File: src/sv/tlfr_pkg.sv
// ---------------------------------------------------------------------------
// tlfr_pkg
// Shared widths, register indexes and reset values of the frame receiver.
// ---------------------------------------------------------------------------
package tlfr_pkg;

   localparam int BYTE_W     = 8;
   localparam int POS_W      = 6;
   localparam int CNT_W      = 32;
   localparam int CSR_DATA_W = 64;
   localparam int CSR_IDX_W  = 2;
   localparam int MAX_FRAME_DEF = 64;

   // Tags at or above this value never open a frame.
   localparam int TAG_LIMIT = 64;
   localparam logic [BYTE_W-1:0] TAG_MIN = 8'd3;

   typedef enum logic [CSR_IDX_W-1:0] {
      CSR_START_BYTE    = 2'd0,
      CSR_END_BYTE      = 2'd1,
      CSR_ACCEPTED_TAGS = 2'd2
   } csr_index_type;

   localparam logic [BYTE_W-1:0]     START_BYTE_RST    = 8'd2;
   localparam logic [BYTE_W-1:0]     END_BYTE_RST      = 8'd3;
   localparam logic [CSR_DATA_W-1:0] ACCEPTED_TAGS_RST = '0;

   localparam logic RESULT_FRAME   = 1'b0;
   localparam logic RESULT_DISCARD = 1'b1;

endpackage

File: src/sv/tlfr_ram.sv
// ---------------------------------------------------------------------------
// tlfr_ram
// Generic simple dual-port RAM, one write port, one registered read port.
// ---------------------------------------------------------------------------
module tlfr_ram #(
   parameter int WIDTH  = 8,
   parameter int DEPTH  = 64,
   parameter int ADDR_W = $clog2(DEPTH)
) (
   input  logic              clock,
   input  logic              wr_en,
   input  logic [ADDR_W-1:0] wr_addr,
   input  logic [WIDTH-1:0]  wr_data,
   input  logic              rd_en,
   input  logic [ADDR_W-1:0] rd_addr,
   output logic [WIDTH-1:0]  rd_data
);

   logic [WIDTH-1:0] mem_ff [DEPTH];
   logic [WIDTH-1:0] rd_data_ff;

   always_ff @(posedge clock) begin
      if (wr_en) begin
         mem_ff[wr_addr] <= wr_data;
      end
      if (rd_en) begin
         rd_data_ff <= mem_ff[rd_addr];
      end
   end

   assign rd_data = rd_data_ff;

endmodule

File: src/sv/tag_length_frame_receiver.sv
// ---------------------------------------------------------------------------
// tag_length_frame_receiver
// Start / tag-length / payload / end-byte deframer with frame buffer RAM.
// ---------------------------------------------------------------------------
//
//   channel  | ports                        | dir | transaction
//   ---------+------------------------------+-----+----------------------------
//   req      | req_valid/ready, req_rx_byte | in  | one received byte
//   rsp      | rsp_valid/ready, 5 fields    | out | one frame byte or a discard
//   csr      | csr_wr_en/index/wr_data      | in  | register write, no wait
//
// Flow: a received byte is accepted while hunting, waiting for a tag or
//   filling the frame buffer. After a good end byte the frame of L bytes is
//   read back from the buffer RAM, one read per cycle while rsp_ready is
//   held high; req_ready is low during playout.
// Reset: synchronous, clears phase, counters and the output valid flag. The
//   buffer RAM is not cleared; playout only reads entries of the current frame.
// Stalls: rsp backpressure holds the RAM read data; an end-position byte waits
//   for a free output register; other bytes are taken while a result waits.
//
module tag_length_frame_receiver #(
   parameter int MAX_FRAME = tlfr_pkg::MAX_FRAME_DEF
) (
   input  logic                            clock,
   input  logic                            reset,

   input  logic                            req_valid,
   output logic                            req_ready,
   input  logic [tlfr_pkg::BYTE_W-1:0]     req_rx_byte,

   output logic                            rsp_valid,
   input  logic                            rsp_ready,
   output logic                            rsp_result_kind,
   output logic [tlfr_pkg::BYTE_W-1:0]     rsp_frame_byte,
   output logic [tlfr_pkg::POS_W-1:0]      rsp_byte_position,
   output logic                            rsp_last_of_frame,
   output logic [tlfr_pkg::CNT_W-1:0]      rsp_discard_total,

   input  logic                            csr_wr_en,
   input  logic [tlfr_pkg::CSR_IDX_W-1:0]  csr_index,
   input  logic [tlfr_pkg::CSR_DATA_W-1:0] csr_wr_data
);

   import tlfr_pkg::*;

   // Buffer address width; positions never reach MAX_FRAME.
   localparam int AW = $clog2(MAX_FRAME);
   localparam logic [BYTE_W:0] MAX_LEN = (BYTE_W+1)'(MAX_FRAME);

   typedef enum logic [1:0] {
      PH_HUNT,   // looking for the start byte
      PH_TAG,    // next byte is the tag / length
      PH_RECV,   // storing payload up to the end position
      PH_PLAY    // reading the frame back out
   } phase_type;

   // Config registers
   logic [BYTE_W-1:0]     start_byte_ff,    start_byte_in;
   logic [BYTE_W-1:0]     end_byte_ff,      end_byte_in;
   logic [CSR_DATA_W-1:0] accepted_tags_ff, accepted_tags_in;

   // Control state
   phase_type         phase_ff,     phase_in;
   logic [AW-1:0]     wp_ff,        wp_in;        // next write position
   logic [AW-1:0]     lastpos_ff,   lastpos_in;   // frame length - 1
   logic [CNT_W-1:0]  discard_ff,   discard_in;
   logic [AW-1:0]     rd_ptr_ff,    rd_ptr_in;    // next playout read address
   logic              issued_all_ff, issued_all_in;
   logic              pend_ff,      pend_in;      // RAM read data not yet used
   logic [AW-1:0]     rd_pos_ff,    rd_pos_in;    // address behind rd_data

   // Output register
   logic              rsp_valid_ff, rsp_valid_in;
   logic              kind_ff,      kind_in;
   logic [BYTE_W-1:0] fbyte_ff,     fbyte_in;
   logic [POS_W-1:0]  pos_ff,       pos_in;
   logic              last_ff,      last_in;
   logic [CNT_W-1:0]  total_ff,     total_in;

   // RAM ports
   logic              ram_wr_en;
   logic [AW-1:0]     ram_wr_addr;
   logic              ram_rd_en;
   logic [BYTE_W-1:0] ram_rd_data;

   logic req_fire;
   logic out_free;
   logic at_end;
   logic tag_ok;
   logic load;
   logic issue;

   assign out_free = !rsp_valid_ff || rsp_ready;
   assign at_end   = (wp_ff >= lastpos_ff);

   // A tag opens a frame only if it is in 3..63, fits the buffer and is enabled.
   assign tag_ok = (req_rx_byte >= TAG_MIN)
                && (req_rx_byte < BYTE_W'(TAG_LIMIT))
                && ({1'b0, req_rx_byte} <= MAX_LEN)
                && accepted_tags_ff[req_rx_byte[5:0]];

   // Input is held during playout; a discard needs the output register free.
   assign req_ready = (phase_ff != PH_PLAY)
                   && !((phase_ff == PH_RECV) && at_end && !out_free);
   assign req_fire  = req_valid && req_ready;

   // Playout: one read in flight, the next one issued as the data moves out.
   assign load  = pend_ff && out_free;
   assign issue = (phase_ff == PH_PLAY) && !issued_all_ff && (!pend_ff || load);
   assign ram_rd_en = issue;

   // Config writes
   always_comb begin
      start_byte_in    = start_byte_ff;
      end_byte_in      = end_byte_ff;
      accepted_tags_in = accepted_tags_ff;
      if (csr_wr_en) begin
         unique case (csr_index)
            CSR_START_BYTE:    start_byte_in    = csr_wr_data[BYTE_W-1:0];
            CSR_END_BYTE:      end_byte_in      = csr_wr_data[BYTE_W-1:0];
            CSR_ACCEPTED_TAGS: accepted_tags_in = csr_wr_data;
            default: ;
         endcase
      end
   end

   // Frame state machine
   always_comb begin
      phase_in      = phase_ff;
      wp_in         = wp_ff;
      lastpos_in    = lastpos_ff;
      discard_in    = discard_ff;
      rd_ptr_in     = rd_ptr_ff;
      issued_all_in = issued_all_ff;
      rd_pos_in     = rd_pos_ff;
      pend_in       = pend_ff;

      rsp_valid_in  = rsp_valid_ff && !rsp_ready;
      kind_in       = kind_ff;
      fbyte_in      = fbyte_ff;
      pos_in        = pos_ff;
      last_in       = last_ff;
      total_in      = total_ff;

      ram_wr_en     = 1'b0;
      ram_wr_addr   = wp_ff;

      unique case (phase_ff)
         PH_HUNT: begin
            if (req_fire) begin
               wp_in = '0;
               if (req_rx_byte == start_byte_ff) begin
                  ram_wr_en   = 1'b1;
                  ram_wr_addr = '0;
                  wp_in       = AW'(1);
                  phase_in    = PH_TAG;
               end
            end
         end
         PH_TAG: begin
            if (req_fire && tag_ok) begin
               ram_wr_en   = 1'b1;
               ram_wr_addr = AW'(1);
               lastpos_in  = AW'(req_rx_byte - 8'd1);
               wp_in       = AW'(2);
               phase_in    = PH_RECV;
            end
         end
         PH_RECV: begin
            if (req_fire) begin
               if (at_end) begin
                  wp_in = '0;
                  if (req_rx_byte == end_byte_ff) begin
                     ram_wr_en     = 1'b1;
                     ram_wr_addr   = lastpos_ff;
                     rd_ptr_in     = '0;
                     issued_all_in = 1'b0;
                     phase_in      = PH_PLAY;
                  end else begin
                     discard_in   = discard_ff + 1'b1;
                     rsp_valid_in = 1'b1;
                     kind_in      = RESULT_DISCARD;
                     fbyte_in     = '0;
                     pos_in       = POS_W'(lastpos_ff);
                     last_in      = 1'b1;
                     total_in     = discard_ff + 1'b1;
                     phase_in     = PH_HUNT;
                  end
               end else begin
                  ram_wr_en = 1'b1;
                  wp_in     = wp_ff + 1'b1;
               end
            end
         end
         PH_PLAY: begin
            if (load) begin
               pend_in      = 1'b0;
               rsp_valid_in = 1'b1;
               kind_in      = RESULT_FRAME;
               fbyte_in     = ram_rd_data;
               pos_in       = POS_W'(rd_pos_ff);
               last_in      = (rd_pos_ff == lastpos_ff);
               total_in     = discard_ff;
               if (rd_pos_ff == lastpos_ff) begin
                  phase_in = PH_HUNT;
               end
            end
            if (issue) begin
               pend_in   = 1'b1;
               rd_pos_in = rd_ptr_ff;
               rd_ptr_in = rd_ptr_ff + 1'b1;
               if (rd_ptr_ff == lastpos_ff) begin
                  issued_all_in = 1'b1;
               end
            end
         end
         default: phase_in = PH_HUNT;
      endcase
   end

   always_ff @(posedge clock) begin
      if (reset) begin
         start_byte_ff    <= START_BYTE_RST;
         end_byte_ff      <= END_BYTE_RST;
         accepted_tags_ff <= ACCEPTED_TAGS_RST;
         phase_ff         <= PH_HUNT;
         wp_ff            <= '0;
         lastpos_ff       <= '0;
         discard_ff       <= '0;
         rd_ptr_ff        <= '0;
         issued_all_ff    <= 1'b1;
         pend_ff          <= 1'b0;
         rsp_valid_ff     <= 1'b0;
      end else begin
         start_byte_ff    <= start_byte_in;
         end_byte_ff      <= end_byte_in;
         accepted_tags_ff <= accepted_tags_in;
         phase_ff         <= phase_in;
         wp_ff            <= wp_in;
         lastpos_ff       <= lastpos_in;
         discard_ff       <= discard_in;
         rd_ptr_ff        <= rd_ptr_in;
         issued_all_ff    <= issued_all_in;
         pend_ff          <= pend_in;
         rsp_valid_ff     <= rsp_valid_in;
      end
      // payload, no reset needed
      rd_pos_ff <= rd_pos_in;
      kind_ff   <= kind_in;
      fbyte_ff  <= fbyte_in;
      pos_ff    <= pos_in;
      last_ff   <= last_in;
      total_ff  <= total_in;
   end

   tlfr_ram #(
      .WIDTH (BYTE_W),
      .DEPTH (MAX_FRAME)
   ) u_frame_ram (
      .clock   (clock),
      .wr_en   (ram_wr_en),
      .wr_addr (ram_wr_addr),
      .wr_data (req_rx_byte),
      .rd_en   (ram_rd_en),
      .rd_addr (rd_ptr_ff),
      .rd_data (ram_rd_data)
   );

   assign rsp_valid         = rsp_valid_ff;
   assign rsp_result_kind   = kind_ff;
   assign rsp_frame_byte    = fbyte_ff;
   assign rsp_byte_position = pos_ff;
   assign rsp_last_of_frame = last_ff;
   assign rsp_discard_total = total_ff;

endmodule

File: config.mk
export PLATFORM = sky130hd
export DESIGN_NAME = tag_length_frame_receiver
export DESIGN_NICKNAME = d
export VERILOG_FILES = /design/src/sv/tlfr_pkg.sv /design/src/sv/tlfr_ram.sv /design/src/sv/tag_length_frame_receiver.sv
export SDC_FILE = /design/constraint.sdc
export NUM_CORES = 1
export LEC_CHECK = 0
export BUFFER_PORTS_ARGS = -buffer_cell sky130_fd_sc_hd__buf_2
export CAP_MARGIN = 20
export CORE_ASPECT_RATIO = 0.8
export CORE_UTILIZATION = 30
export DETAILED_ROUTE_END_ITERATION = 10
export GPL_ROUTABILITY_DRIVEN = 0
export GPL_TIMING_DRIVEN = 0
export PLACE_DENSITY = 0.51
export REMOVE_ABC_BUFFERS = 1
export SETUP_SLACK_MARGIN = 0.1
export SLEW_MARGIN = 15
export SYNTH_ARGS = -nofsm -noshare
export SYNTH_HDL_FRONTEND = slang
export SYNTH_HIERARCHICAL = 1
export SYNTH_SLANG_ARGS = --single-unit
File: constraint.sdc
create_clock -name clock -period 7.8 [get_ports clock]
set_input_delay 1.17 -clock clock [delete_from_list [all_inputs] [get_ports clock]]
set_output_delay 1.17 -clock clock [all_outputs]
set_load 0.01 [all_outputs]
# [Yosys cells after proc, flatten, opt, wreduce, memory -nomap -nowiden]
# Memories as Yosys holds them, arrays and structs flattened. A register that Yosys moved wholly into a read port is not among the register bits.
# Cells that the tools add are included.
[word_totals] ram_bits=512 reg_bits=189 latchBits=0 out_inout_bits=50 word_cells=158 romBits=0 n_memories=1
[classes] n_addsub=4 shift=0 mux=72 n_eq_ne=21 mul=0 n_reduce_logical=37 order_cmp=5 div_mod_pow=0 bitwise=1
[mem_list] memory="u_frame_ram.mem_ff" words=64 word_bits=8 rd=1 rd_ports_with_merged_regs=1 wr=1 line_no="tlfr_ram.sv:19" rtl="logic [WIDTH-1:0] mem_ff [DEPTH];"
[ops] operator="32-bit two-way mux" n=4
[ops] operator="6-bit two-way mux" n=18
[ops] operator="32-bit case mux with 2 select lines" n=1
[ops] operator="6-bit case mux with 3 select lines" n=2
[ops] operator="32-bit by 1-bit adder with 32-bit output, second input constant" n=1
[ops] operator="8-bit two-way mux" n=4
[ops] operator="1-bit two-way mux" n=25
[ops] operator="6-bit case mux with 2 select lines" n=2
[ops] operator="2-bit != test, second input constant" n=9
[ops] operator="8-bit == test" n=2
[ops] operator="2-bit two-way mux" n=8
[ops] operator="8-bit case mux with 2 select lines" n=1
[ops] operator="6-bit by 1-bit adder with 6-bit output, second input constant" n=2
[ops] operator="6-bit == test" n=2
[ops] operator="1-bit logical AND" n=12
[ops] operator="2-bit AND reduction" n=6
[ops] operator="5-bit AND reduction" n=2
[ops] operator="8-bit by 2-bit greater-or-equal comparator with 1-bit output, second input constant" n=1
[ops] operator="8-bit by 7-bit less-or-equal comparator with 1-bit output, second input constant" n=1
[ops] operator="8-bit by 7-bit less-than comparator with 1-bit output, second input constant" n=1
[ops] operator="1-bit case mux with 2 select lines" n=4
[ops] operator="2-bit case mux with 4 select lines" n=1
[ops] operator="4-bit AND reduction" n=2
[ops] operator="6-bit by 7-bit less-than comparator with 1-bit output, second input constant" n=1
[ops] operator="15 further kinds" n=28

# [Depth between registers and ports, before layout]
[logic_depth] word_depth=12 depth_mapped=15 depth_no_buf=13

# [By module]
# Netlist, hierarchy kept.
[by_module_without_submodules] module="tlfr_ram" seq_area_each_um2=15615.0 area_per_inst_um2=20393.3 instances=1 cells_each=997
[by_module_without_submodules] module="tag_length_frame_receiver" seq_area_each_um2=4324.1 area_per_inst_um2=8957.3 instances=1 cells_each=949

# [Worst setup path before layout]
# No wires, ideal clock.
[synth_timing] kind="input -> register" start="input req_rx_byte[1] (netlist bit)" end="register pos_ff[0], in the netlist rsp_byte_position[0], enable pin" setup_slack_ps=1640 t_required_ps=7274 path_stages=8 arrival_ps=5634 path_cell_list="buf_6 -> buf_8 -> buf_6 -> xor2_1 -> nor4_1 -> nand2_1 -> a21oi_1 -> a211oi_1"
[synth_via] elab_chain_cells=3
[synth_lines] item="start: declaration" line_no="tag_length_frame_receiver.sv:29" rtl="input logic [tlfr_pkg::BYTE_W-1:0] req_rx_byte,"
[synth_lines] item="8-bit == test" line_no="tag_length_frame_receiver.sv:173" rtl="if (req_rx_byte == end_byte_ff) begin"
[synth_lines] item="2-bit != test (no line)"
[synth_lines] item="5-bit AND reduction (no line)"
[synth_lines] item="end signal: assignment" line_no="tag_length_frame_receiver.sv:251" rtl="pos_ff <= pos_in;"
[synth_lines] item="end: declaration" line_no="tag_length_frame_receiver.sv:76" rtl="logic [POS_W-1:0] pos_ff, pos_in;"
# Every way passes these cells.
# A chain may end at the register's enable or synchronous reset.

# [Worst setup path in the final report]
[layout_timing] start="input req_rx_byte[1] (netlist bit)" end="memory u_frame_ram.mem_ff[51][1], enable pin"
[layout_via] word_cells_on_any_way=27 classes_between="order compare: 3; eq/ne: 2; mux: 18; reduce/logical: 4"
[layout_lines] item="8-bit by 2-bit greater-or-equal comparator with 1-bit output or 8-bit by 7-bit less-than comparator with 1-bit output (tied branches)" line_no="tag_length_frame_receiver.sv:97, tag_length_frame_receiver.sv:98"
[layout_lines] item="1-bit logical AND" line_no="tag_length_frame_receiver.sv:98" rtl="&& (req_rx_byte < BYTE_W'(TAG_LIMIT))"
[layout_lines] item="1-bit logical AND" line_no="tag_length_frame_receiver.sv:99" rtl="&& ({1'b0, req_rx_byte} <= MAX_LEN)"
[layout_lines] item="1-bit logical AND" line_no="tag_length_frame_receiver.sv:100" rtl="&& accepted_tags_ff[req_rx_byte[5:0]];"
[layout_lines] item="1-bit logical AND" line_no="tag_length_frame_receiver.sv:161" rtl="if (req_fire && tag_ok) begin"
[layout_lines] item="6-bit two-way mux" line_no="tag_length_frame_receiver.sv:161"
[layout_lines] item="6-bit case mux with 3 select lines *" line_no="tag_length_frame_receiver.sv:148" rtl="unique case (phase_ff)"
[layout_lines] item="named net ram_wr_addr[1]" line_no="tag_length_frame_receiver.sv:82" rtl="logic [AW-1:0] ram_wr_addr;"
[layout_lines] item="end: declaration" line_no="tlfr_ram.sv:19"
# The timed path passes the listed nets; every way through them passes the cells marked *. The select of a mux whose other input is x is not followed.

==> summary.md <==
| Metric | Value |
|---|---|
| Outcome | `completed` |
| Clk slew on worst S/H paths | `60 ps` |
| Primary FF master, synth | `edfxtp_1` |
| Fin Setup TNS | `0 ps` |
| Vias in the first global route | `between 15k and 20k` |
| Core footprint | `96870 um^2` |
| Class of the worst hold path | `flop to flop` |
| Maximum VDD drop | `around 0.00015 V` |
| Drt total wl | `approximately 73 mm` |
| Initial Util | `30.30%` |
| Setup Fix Bufs, Post-CTS | `0` |
| Nets | `2160` |
| Top-area cell type share of the netlist area | `around 60%` |
| Die Area | `99100 um^2` |
| Starting DRC count in detailed routing | `around 1.4k` |
| Leading area contributor after synthesis | `edfxtp_1` |
| EDFF count, synth | `574` |
| Worst slew pin tran | `1123 ps` |
| Clk sink count | `709` |
| Vias | `about 17k` |
| Overall die width | `351.7 um` |
| Layout cells sized above 1 | `between 20% and 30%` |
| Die Y | `281.8 um` |
| Total GRT Usage | `14.65%` |
| Area Growth Syn to Fin | `16.35%` |
| Congestion Overflow GR | `0` |
| Family with the most delay on the worst path | `simple AND/OR/NAND/NOR gates` |
| Cts bufs inserted | `77` |
| Placed cell area | `31590 um^2` |
| Final worst setup slack | `1854 ps` |
| Register area share after synthesis | `67.93%` |
| Cell with the most instances after synthesis | `edfxtp_1` |
| Clk buf depth | `3` |
| Period utilization | `76.23%` |
| Global Route met1 Usage | `20.50%` |
| CTS tree | `built` |
| Mean area per synthesized cell | `15.08 um^2` |
| Root buf cell | `clkbuf_16` |
| First-pass GRT wire length | `107.8 mm` |
| Synth area leaders | `edfxtp_1 59%, dfxtp_1 9.2%, mux4_2 9.2%, nand2_1 2.6%, mux2i_1 2.3%` |
| Clk_lat worst skew | `640 ps` |
| Max-slew violation count | `0` |
| Via density | `4.950` |
| DRC | `0` |
| Worst hold slack | `around 450 ps` |
| Placed wire-length estimate | `47.67 mm` |
| Synthesized area | `29350 um^2` |
| Worst EP arrival | `roughly 6200 ps` |
| R2R Setup Slk | `2420 ps` |
| Design area | `34150 um^2` |
| Final ANT Viol Nets | `0` |
| Ant diodes | `0` |
| Max_cap viols | `0` |
| Post-layout min period | `around 6000 ps` |
| CP max stage cell | `nor2_1` |
| Skew final | `26.49 ps` |
| Pre-CTS WS | `1180 ps` |
| CP Class | `input port to flop` |
| RSZ-0062 raised after global routing | `no` |
| Ys Warns | `6` |
| Most used routing layer | `met2` |
| CP bufs+invs | `2` |
| Power Total | `approximately 0.0080 W` |
| Peak per-stage delay on the critical path | `1050 ps` |
| Largest net degree at the start of global routing | `just over 90` |
| Share of synthesized registers carrying an async set or reset | `0%` |
| Worst EP required | `8040 ps` |
| Synth cell count leaders | `574 x edfxtp_1, 200 x nand2_1, 144 x nor2_1` |
| Fmax | `approximately 170 MHz` |
| Worst setup EP type | `flop` |
| Initial antenna violation count | `5` |
| Distinct cells, synth | `74` |
| Rows | `102` |
| Final setup violation count | `0` |
| Crit start category | `input port` |
| Power Density | `~230 nW/um^2` |
| P_leak | `10.88 nW` |
| Register bit total from synthesis | `709` |
| Wire length per cell | `21.38 um` |
| Drt first pass iters | `5` |
| CTS hold repair buffers | `0` |
| Ports | `129` |
| CP Max Fanout | `45` |
| Met3 Track Usage GR | `2.619%` |
| Critical-path cell list | `buf_4 > buf_16 > mux4_1 > mux4_2 > nor3b_2 > a311oi_2 > a21bo_1 > nand2b_1 > a22o_1 > nor2b_1 > nand3_1 > nor2_1` |
| GR Layer Usage met2 | `23.18%` |
| H-tree depth | `3` |
| Post-Syn Instances | `1946` |
| Final hold viol count | `0` |
| Port buffer count | `128` |
| Worst slew margin | `24.37%` |
| Fillers | `9158` |
| Resized cells post-CTS | `0` |
## cell families after synthesis
| group | synth area share [%] |
|---|---|
| compound gates | 5.244 |
| xor+xnor | 2.656 |
| fa+ha+maj | 0.6821 |
| buf+inv | 2.404 |
| flops | 67.93 |
| mux | 12.17 |
| simple gates | 8.905 |
## worst paths after layout
check / startpoint / endpoint / cells after the start
min reg2reg: accepted_tags_ff[32] / accepted_tags_ff[32] / 2
max reg2reg: lastpos_ff[2] / u_frame_ram/mem_ff[38][0] / 11
min: accepted_tags_ff[32] / accepted_tags_ff[32] / 2
max: req_rx_byte[1] / u_frame_ram/mem_ff[51][1] / 12
## placed cells by master, fill, tap and decap left out, types with 10 or more instances in the layout
cell type and n:
a211oi_1 11, a21oi_1 101, a22oi_1 16, and2_1 13, and3_1 12, buf_2 119
buf_4 10, clkbuf_16 77, clkinv_1 10, clkinv_2 15, dfxtp_1 130, edfxtp_1 574
ha_1 15, inv_1 21, mux2_2 14, mux2i_1 66, mux4_2 120, nand2_1 200
nand2b_1 16, nand3_1 42, nand4_1 16, nor2_1 144, nor2b_1 23, nor3_1 20
nor4_1 14, o21ai_0 28, o22ai_1 20, or3_1 13, xnor2_1 41, xor2_1 48
## worst min-delay path, delay by kind of cell, from the launching register on
| kind | cells | cell delay, ps |
|---|---|---|
| DFF | 1 | 300 |
| AOI/OAI and AO/OA | 1 | 50 |
| and+or+nand+nor | 1 | 50 |
## state kept, by name (all words and copies together), names as in the netlist, 2 cells and up
| signal | flops |
|---|---|
| u_frame_ram/rd_data | 8 |
| u_frame_ram/mem_ff | 512 |
| start_byte_ff | 8 |
| rsp_frame_byte | 8 |
| wp_ff | 6 |
| accepted_tags_ff | 64 |
| end_byte_ff | 8 |
| lastpos_ff | 6 |
| phase_ff | 2 |
| rsp_byte_position | 6 |
| rd_ptr_ff | 6 |
| rsp_discard_total | 32 |
| rd_pos_ff | 6 |
| discard_ff | 32 |
## power breakdown
group | switching [W] | internal [W]
combinational | 0.000165 | 0.0000825
clock | 0.00155 | 0.00211
sequential | 0.0000127 | 0.00410
## metrics by stage
stage	std cells	util (%)
after detailed placement	3285	32.61
after global placement	3259	31.99
final	3426	35.25
after CTS	3425	35.24
after global routing	3426	35.25
after floorplan	1831	-
## layer usage
metal	share of wire, %	wire (um)	up-vias
met4	2.2	1607	4
met1	45	33230	8724
met3	5.4	3989	117
met2	47	34390	426
li1	-	-	7688
met5	0.023	17	-
## layout make-up
type	count	area, um^2	area share (%)
timing repair buffer	155	1187	3.477
clock inverter	50	518.0	1.517
sequential	709	19960	58.44
inverter	21	78.83	0.2308
clock buffer	90	2026	5.932
multi-input combinational	1101	8757	25.64
tap	1300	1627	4.763
(Power assumes the default switching activity.)
